==> src/hdl/btci_div.sv <==
// restoring unsigned divider, one quotient bit per cycle
module btci_div #(
	parameter int NUM_W = 56,
	parameter int DEN_W = 24
) (
	input  logic             clk,
	input  logic             arst_n,
	input  logic             start,
	input  logic [NUM_W-1:0] num,
	input  logic [DEN_W-1:0] den,
	output logic             done,
	output logic [NUM_W-1:0] quo
);
	localparam int CW = $clog2(NUM_W + 1);

	logic [DEN_W-1:0] rem_q;
	logic [DEN_W-1:0] den_q;
	logic [NUM_W-1:0] quo_q;
	logic [CW-1:0]    cnt_q;
	logic             busy_q;
	logic             done_q;
	logic [DEN_W:0]   rem_sh;
	logic [DEN_W:0]   rem_sub;
	logic             ge;

	// one trial subtraction
	always_comb begin
		rem_sh  = {rem_q, quo_q[NUM_W-1]};
		ge      = rem_sh >= {1'b0, den_q};
		rem_sub = rem_sh - {1'b0, den_q};
	end

	// control
	always_ff @(posedge clk or negedge arst_n) begin
		if (!arst_n) begin
			busy_q <= 1'b0;
			done_q <= 1'b0;
			cnt_q  <= '0;
		end else begin
			done_q <= 1'b0;
			if (start) begin
				busy_q <= 1'b1;
				cnt_q  <= CW'(NUM_W);
			end else if (busy_q) begin
				cnt_q <= cnt_q - 1'b1;
				if (cnt_q == CW'(1)) begin
					busy_q <= 1'b0;
					done_q <= 1'b1;
				end
			end
		end
	end

	// datapath
	always_ff @(posedge clk) begin
		if (start) begin
			rem_q <= '0;
			den_q <= den;
			quo_q <= num;
		end else if (busy_q) begin
			rem_q <= ge ? rem_sub[DEN_W-1:0] : rem_sh[DEN_W-1:0];
			quo_q <= {quo_q[NUM_W-2:0], ge};
		end
	end

	assign done = done_q;
	assign quo  = quo_q;

endmodule
==> config.mk <==
export PLATFORM = sky130hd
export DESIGN_NAME = btci_div
export DESIGN_NICKNAME = d
export VERILOG_FILES = /design/src/hdl/btci_div.sv
export SDC_FILE = /design/constraint.sdc
export NUM_CORES = 1
export LEC_CHECK = 0
export BUFFER_PORTS_ARGS = -buffer_cell sky130_fd_sc_hd__buf_2
export CORE_MARGIN = 2
export CORE_UTILIZATION = 55
export DETAILED_ROUTE_END_ITERATION = 6
export PLACE_DENSITY = 0.81
export SYNTH_ARGS = -nofsm -noshare
export SYNTH_HDL_FRONTEND = slang
export SYNTH_SLANG_ARGS = --single-unit
==> constraint.sdc <==
create_clock -name clk -period 4.85 [get_ports clk]
set_clock_uncertainty 0.05 [all_clocks]
set_input_delay 0.2425 -clock clk [delete_from_list [all_inputs] [get_ports clk]]
set_output_delay 0.2425 -clock clk [all_outputs]
set_load 0.005 [all_outputs]
==> run metrics <==
Synth top cells by count=80 x edfxtp_1, 56 x mux2_2, 38 x inv_1; Max Cap Viol=0; worst slew pin tran=1193 ps; Switch Pwr=541.3 uW; Sink Count=about 110; part of the power in registers=0.571; post-synth top area share=0.4093; crit path kind=flip-flop to flip-flop; Leakage=between 0.003 and 0.004 uW; GRT Resource Usage Total=0.2334; Adder-Cell Fraction of Synth Area=0.05884; Antenna diodes=0; Starting Density=0.5685; number of antenna violations at the first check in global routing=0; Die Footprint=about 0.012 mm^2; DP Area=~0.0066 mm^2; Clk pwr share=0.276; placed insts=745; Main synth FF type=edfxtp_1; Routed wire per std cell=16.77 um; Vias=4409; Ys Warns=0; Pre-antenna DRT Iters=4; Sw Ratio=0.2683; top area cells in the synthesized netlist=edfxtp_1 41%, mux2_2 11%, dfxtp_1 8.2%; final antenna-violating net count=0; asr flop ratio synth=0.07143; vias in the first global route=between 4000 and 5000; post-DP HPWL=between 9 and 10 mm; fill cell count=729; Post-Synth Simple-Gate Area=0.08804; Avg Cell Area, Syn=between 10 and 15 um^2; final instance area=0.007086 mm^2; NumNets Final=about 760; R2R depth=2; clock buffer count from CTS=9; input/output buffers=around 140; Max Buffers Root-to-Sink=2; setup_tns=0 ps; first-pass GRT wire length=20.93 mm; post-synthesis mux area share=0.1262; CTS tree=done; H-Tree Depth=3; GP Congestion=about 0.93; P&R area growth vs syn=20.72%; GRT Residual Overflow=0; Seq cells post-synth=112; critical-path maximum fanout=56; Worst Hold Class=input pin to flip-flop; DRC Markers=0; Max-slew headroom=0.2044; sequential area share after synthesis=0.5253; Tcrit/Tclk final=0.6417; Synth Net Count=602; CP startpoint=busy_q; CP Data Arrival Time=3000 ps; synthesized cell area=0.005869 mm^2; FF-to-FF Start=busy_q; Pwr Density=284.8 mW/mm^2; Int Power=1476 uW; worst r2r dst=quo[8]; DRT Wirelength=between 10 and 15 mm; hold path start=num[50]; main combinational cell family by area after synthesis=compound AO/OA/AOI/OAI gates; fin crit period=~3100 ps; CP startpoint kind=flip-flop; Worst setup EP type=flip-flop; Req. time, crit path=4730 ps; hold slack=78.88 ps; Post-CTS Resized=0; RSZ-0062 raised after global routing=false; Clock Latency Late Sink=410 ps; setup bufs post-CTS=0; Synth Area in XOR/XNOR=0.03134; Max Clock Freq=321.3 MHz; hold path depth=2; Final Hold Vio Count=0; clk root buf=clkbuf_8; Reg2Reg Setup Slack=1740 ps; Rows=37; fin cells=786; worst vdd ir=269.3 uV; Synth Area in Compound Gates=0.1275; chip height=107.3 um; IO Pins=140; final setup fails=0; clock slew at reported path FFs=120 ps; Yosys cell types=58; Placeable Area=0.01032 mm^2; DIE WIDTH=107.3 um; Synth Instances=between 400 and 500; pin count of the biggest net entering global routing=76; fraction of layout cells with a size suffix above 1=0.3431; number of enable flip-flop cells after synthesis=80; Pins Over Slew Limit=0; DRT iter0 DRCs=224; Logic pwr share=0.153; DR vias/cell=5.609; Synth area leader=edfxtp_1; most frequent cell after synthesis=edfxtp_1; hold path endpoint=quo[50]; status=finished, final reports clean
## per-layer routing
metal	up-vias	global-route usage	wire length (um)
met4	0	0.07050	216
met5	-	0	0
met3	20	0.06235	724
met2	145	0.3996	6692
met1	2095	0.2893	5549
li1	2149	-	-
## power by group through the flow
stage	combinational [uW]	sequential (uW)	clock, uW
CTS	309	1150	568
finish	310	1150	557
global route	341	1160	599
global placement	282	1170	0
floorplan	166	1170	0
detailed placement	292	1170	0
## final cells by class
type | instances | area [um^2] | area share
Clock buffer | 9 | 123.9 | 0.01748
Multi-Input combinational cell | 319 | 2535 | 0.3578
Clock inverter | 7 | 75.07 | 0.01060
Sequential cell | 112 | 3083 | 0.4351
Timing Repair Buffer | 165 | 955.9 | 0.1349
Inverter | 38 | 142.6 | 0.02013
Tap cell | 136 | 170.2 | 0.02402
## sequential cells by signal, indices dropped and copies added (netlist names)
signal  cells
busy_q      1
cnt_q       6
den_q      24
done        1
quo        56
rem_q      24
## worst max path at each step
stage	endpoint
global route	quo[8]
floorplan	rem_q[20]
finish	quo[8]
global placement	quo[1]
detailed placement	quo[27]
CTS	quo[8]
## cells by family (layout without fill, tap and decap cells)
family	count (synthesis)	after routing
compound gates	108	108
xor+xnor	21	21
fa+ha+maj	27	27
buf+inv	61	219
flops	112	112
mux	67	67
simple gates	96	96
## repair_timing
item	in CTS	in global routing
hold buffers	25	0
endpoints found under the hold margin	32	0
setup endpoints to repair	0	0
## cell usage in the layout (no fill, tap or decap), drive strengths merged, types with 8 or more instances in the layout
cell / n
clkbuf: 9
dfrtp: 8
ha: 26
o21ai: 22
a211oi: 10
xnor2: 12
dfxtp: 24
mux2: 56
a32oi: 8
edfxtp: 80
xor2: 9
nor3: 10
dlygate4sd3: 25
a21oi: 22
mux2i: 11
a21o: 11
buf: 140
nor2: 23
inv: 41
nand2: 22
## per-stage QoR
| step | utilization | worst slack, ps | power [uW] |
|---|---|---|---|
| after floorplan | - | 2302 | 1334 |
| after global placement | 0.6428 | 1912 | 1449 |
| after detailed placement | 0.6428 | 1777 | 1462 |
| after CTS | 0.6863 | 1754 | 2029 |
| after global routing | 0.6863 | 1507 | 2101 |
| final | 0.6863 | 1738 | 2018 |
## worst max-delay path, stage by stage (launching register included)
cell	delay, ps
dfrtp_1	760
nor2_1	1010
inv_2	770
No activity file was read; power rests on OpenSTA's default activity.
