<file path="config.mk">
export PLATFORM = sky130hd
export DESIGN_NAME = btci_ram
export DESIGN_NICKNAME = d
export VERILOG_FILES = /design/src/hdl/btci_pkg.sv /design/src/hdl/btci_ram.sv
export SDC_FILE = /design/constraint.sdc
export NUM_CORES = 2
export LEC_CHECK = 0
export ABC_AREA = 0
export ABC_CLOCK_PERIOD_IN_PS = 13100
export BUFFER_PORTS_ARGS = -buffer_cell sky130_fd_sc_hd__buf_4
export CAP_MARGIN = 20
export CORE_MARGIN = 2
export CORE_UTILIZATION = 50
export DETAILED_ROUTE_END_ITERATION = 8
export PLACE_DENSITY = 0.73
export SKIP_CTS_REPAIR_TIMING = 1
export SLEW_MARGIN = 20
export SYNTH_ARGS = -nofsm -noshare
export SYNTH_HDL_FRONTEND = slang
export SYNTH_SLANG_ARGS = --single-unit
</file>
<file path="constraint.sdc">
create_clock -name clk -period 13.1 [get_ports clk]
set_input_delay 1.965 -clock clk [delete_from_list [all_inputs] [get_ports clk]]
set_output_delay 1.965 -clock clk [all_outputs]
set_load 0.1 [all_outputs]
</file>
<file path="src/hdl/btci_pkg.sv">
// shared types and constants for the bias/temperature curve interpolator
package btci_pkg;

	// field widths
	localparam int CUR_W  = 23;
	localparam int MAG_W  = 24;
	localparam int IND_W  = 32;
	localparam int TEMP_W = 16;
	localparam int PROD_W = 56;
	localparam int CFG_W  = 32;

	// highest number of curves the temperature registers can describe
	localparam int TEMP_REGS = 4;

	// operation codes
	localparam logic [1:0] OP_APPEND = 2'd0;
	localparam logic [1:0] OP_QUERY  = 2'd1;
	localparam logic [1:0] OP_CLEAR  = 2'd2;
	localparam logic [1:0] OP_NONE   = 2'd3;

	// result status codes
	localparam logic [1:0] STAT_OK      = 2'd0;
	localparam logic [1:0] STAT_BEYOND  = 2'd1;
	localparam logic [1:0] STAT_FULL    = 2'd2;
	localparam logic [1:0] STAT_NOMINAL = 2'd3;

	// configuration register indexes
	localparam logic [2:0] CFG_COUNT   = 3'd0;
	localparam logic [2:0] CFG_TEMP_A  = 3'd1;
	localparam logic [2:0] CFG_TEMP_B  = 3'd2;
	localparam logic [2:0] CFG_TEMP_C  = 3'd3;
	localparam logic [2:0] CFG_TEMP_D  = 3'd4;
	localparam logic [2:0] CFG_NOMINAL = 3'd5;

	// one stored curve point
	typedef struct packed {
		logic [CUR_W-1:0] cur;
		logic [IND_W-1:0] ind;
	} point_t;

	// sequencer states
	typedef enum logic [2:0] {
		ST_IDLE,
		ST_SEL,
		ST_RD,
		ST_CHK,
		ST_MUL,
		ST_DSTART,
		ST_DWAIT,
		ST_DONE
	} state_t;

endpackage

</file>
<file path="src/hdl/btci_ram.sv">
// point table memory, one write port and one registered read port
module btci_ram #(
	parameter int DEPTH = 64,
	parameter int AW = 6
) (
	input  logic                  clk,
	input  logic                  we,
	input  logic [AW-1:0]         waddr,
	input  btci_pkg::point_t      wdata,
	input  logic                  re,
	input  logic [AW-1:0]         raddr,
	output btci_pkg::point_t      rdata
);
	import btci_pkg::*;

	point_t mem [DEPTH];
	point_t rdata_q;

	// write port
	always_ff @(posedge clk) begin
		if (we) begin
			mem[waddr] <= wdata;
		end
	end

	// registered read port
	always_ff @(posedge clk) begin
		if (re) begin
			rdata_q <= mem[raddr];
		end
	end

	assign rdata = rdata_q;

endmodule

</file>
==> impl_metrics.yaml <==
flow_run:
  cap_viol_max_count: 0
clock_tree:
  root_buffer: "clkbuf_16"
  tritoncts: "yes"
  cts.sinks: 3575
  cts_max_path_buffers: 4
  ctsHtreeMaxLevel: 5
  clk_pin_slew_worst_paths_ns: 0.06
  clk_latency_ns: 0.94
  cts_buffers: 356
floorplanning:
  die_w_um: 523
  io_pins: 125
  die_h_um: 523
  rows: 190
  start_util_pct: 50.2
  core_area_mm2: 0.268
  dieArea_mm2: 0.273
setup_path:
  cp_slowest_cell: "buf_4"
  max_stage_delay_ns: 0.85
  r2r_end: "rdata[49]$_DFFE_PP_"
  path_cells: "buf_8 > buf_4 > buf_4 > buf_4 > mux4_2 > o22ai_1 > o22ai_1 > and3_1"
  worst-path-stages: 8
  worstPathRequired_ns: 13.80
  cp_top_family: "buffers and inverters"
  cp-start-kind: "primary input"
  crit_fanout: 80
  reg2reg_from: "mem[29][49]$_DFFE_PP_"
  ff2ff_path_depth: 4
  end_kind: "register"
  crit_type: "in -> reg"
  r2r_setup_slack_ns: 10.51
  crit_arrival_ns: 6.46
  path_buf_inv: 4
  path_common_cell: "buf_4"
route:
  wl_mm: 379
  ant_nets: 0
  first_pass_iters: 6
  drt_iter0_drc: 12034
  vias_per_cell: 6.87
  post-route-drc-count: 0
  avgRoutedWirePerCell_um: 38.4
  vias: 67857
grt:
  grt_pass1_wl_mm: 524
  grtUsageMet3_pct: 6.66
  grt_max_degree: 129
  grt_pass1_vias: 66599
  grt_use_total_pct: 27.7
  grt-ovfl-total: 0
  grt_busiest_layer: "met2"
  grt_use_met1_pct: 37.9
  antenna_found_initial: 39
  use_met2_pct: 43.0
yosys:
  syn_inst: 5701
  synth_enable_flop_cells: 3575
  ys_ff_latch: 3575
  ys.flop_type: "edfxtp_1"
  yosysWarnings: 0
  ys_seq_area_share_pct: 79.8
  async_flop_share_pct: 0
  syn_avg_cell_area_um2: 23.6
  yosysUniqueCellTypes: 38
  syn-cell-area_mm2: 0.135
  syn-num-nets: 5771
placed_design:
  portBuffers: 124
  place.gp.congestion: 0.804
  dpl.hpwl_mm: 195
sta:
  drv_slew: 0
  final-hold-violation-count: 0
  fin_tns_setup_ns: 0
  setup_violations: 0
  min_period_ns: 5.77
  max_freq_mhz: 173
  rsz0062_at_grt: "false"
  fin_crit_sh_pct: 44.0
  slew_headroom_pct: 21.2
  tightest_slew_ns: 1.18
  finalClockSkew_ns: 0.0427
final_layout:
  fin_util_pct: 56.5
  fin_nets: 6120
  area_delta_synth_final_pct: 12.5
  fillers: 18580
  layout-drive-gt1-share_pct: 28.0
power:
  ir_drop_mv: 0.119
  power_w: 0.0236
  total_leakage_power_nw: 46.8
  powerDensity_mw_per_mm2: 156
outcome:
  status: "completed"
min_path:
  min_path_cells: 4
  min_path_type: "reg -> reg"
  min_from: "mem[50][53]$_DFFE_PP_"
  holdPathEnd: "rdata[53]$_DFFE_PP_"
flip-flops by register name, summed over array words and instances (netlist names):
name / count
mem: 3520
rdata: 55
tightest hold or removal path, cell delays in order, from the launching register on:
cell and delay (ns):
edfxtp_1 0.31, mux4_2 0.22, a22oi_1 0.07, nand2_1 0.07, and3_1 0.14
routing by layer:
layer	share of wire [%]	wire, um
met1	34	129000
met2	47	179000
met3	14	52400
met4	4.9	18600
met5	0.018	70
cell families (layout without fill, tap and decap cells):
family,count (synthesis),count (layout),synth area share (%)
flip-flops,3575,3575,79.8
multiplexers,1010,1010,15.4
AO/OA/AOI/OAI,524,524,2.71
buffers and inverters,324,928,1.15
AND/OR/NAND/NOR,268,268,0.994
other,0,19,0
synthesized netlist by cell type (2+ instances only):
cell type | count | area (um2)
nor4_1 | 44 | 275
a22oi_1 | 35 | 263
buf_1 | 22 | 82.6
clkbuf_1 | 126 | 473
a211oi_1 | 13 | 97.6
nand2b_1 | 14 | 87.6
o22ai_1 | 200 | 1250
nor3_1 | 4 | 20.0
o221ai_1 | 74 | 648
or3b_2 | 2 | 17.5
buf_4 | 30 | 225
nor2_1 | 102 | 383
nand3b_1 | 5 | 37.5
o21ai_0 | 9 | 45.0
edfxtp_1 | 3575 | 107000
nand3_1 | 16 | 80.1
nor2b_1 | 24 | 150
nand4_1 | 2 | 12.5
a21oi_1 | 79 | 395
mux4_2 | 842 | 19000
mux2_2 | 40 | 450
buf_2 | 138 | 691
clkbuf_2 | 2 | 10.0
mux2i_1 | 128 | 1280
a221oi_1 | 39 | 342
or3_1 | 3 | 18.8
o22a_1 | 35 | 307
or2_2 | 6 | 37.5
o21ai_1 | 12 | 60.1
and2_1 | 4 | 25.0
o21a_1 | 9 | 67.6
a22o_1 | 18 | 158
nand2_1 | 29 | 109
and3_1 | 11 | 68.8
buf_6 | 6 | 67.6
layout make-up:
cell class / instances / area (um2) / area share (%)
Multi-Input combinational cell: 1802 / 26200 / 17.3
Sequential cell: 3575 / 107000 / 70.9
Clock inverter: 188 / 1520 / 1.00
Clock buffer: 425 / 9320 / 6.15
Tap cell: 3552 / 4440 / 2.94
Timing Repair Buffer: 315 / 2510 / 1.66
Antenna cell: 19 / 47.5 / 0.0314
stage by stage:
| step | cell area, um2 | hold WS, ns | setup slack [ns] | std cells |
|---|---|---|---|---|
| floorplan | 135000 | 0.838 | 6.36 | 5701 |
| global placement | 140000 | 0.888 | 6.30 | 9240 |
| detailed placement | 141000 | 0.893 | 6.33 | 9244 |
| CTS | 151000 | 0.914 | 7.32 | 9857 |
| global route | 151000 | 0.969 | 7.01 | 9868 |
| finish | 151000 | 0.919 | 7.33 | 9876 |
placed cells by master, fill, tap and decap left out, types with 6 or more instances in the layout:
master      count
o21ai_1        12
clkbuf_1       62
buf_12          7
nand2_1        23
and3_1         11
o21a_1          9
mux2i_1       128
bufinv_16      24
nor2_4         62
nor2_1         39
nor4_1         43
diode_2        19
clkinvlp_4     16
a221oi_1       39
mux2_2         40
or2_2           6
clkinv_1       76
o21ai_0         9
edfxtp_1     3575
o22a_1         35
o22ai_1       200
clkbuf_16     363
buf_4         302
mux4_2        842
nand3_1        16
a211oi_1       13
a22o_1         18
nor2b_1        20
o221ai_1       74
nand2b_1        9
a21oi_1        79
clkinv_2       64
a22oi_1        35
worst max-delay path by stage:
stage / startpoint / to / slack [ns]
after CTS: raddr[0] / rdata[53]$_DFFE_PP_ / 7.32
final: raddr[1] / rdata[11]$_DFFE_PP_ / 7.33
after global routing: raddr[0] / rdata[53]$_DFFE_PP_ / 7.01
after detailed placement: raddr[0] / rdata[53]$_DFFE_PP_ / 6.33
after floorplan: waddr[3] / mem[48][0]$_DFFE_PP_ / 6.36
after global placement: raddr[0] / rdata[53]$_DFFE_PP_ / 6.30
where the power goes:
group          internal [W]  total, W  leakage, nW  switching [W]
logic              0.000392   0.00119         9.27       0.000793
registers            0.0127    0.0127         32.2      0.0000455
clock network       0.00552   0.00969         5.29        0.00417
No activity file was read; power rests on OpenSTA's default activity.
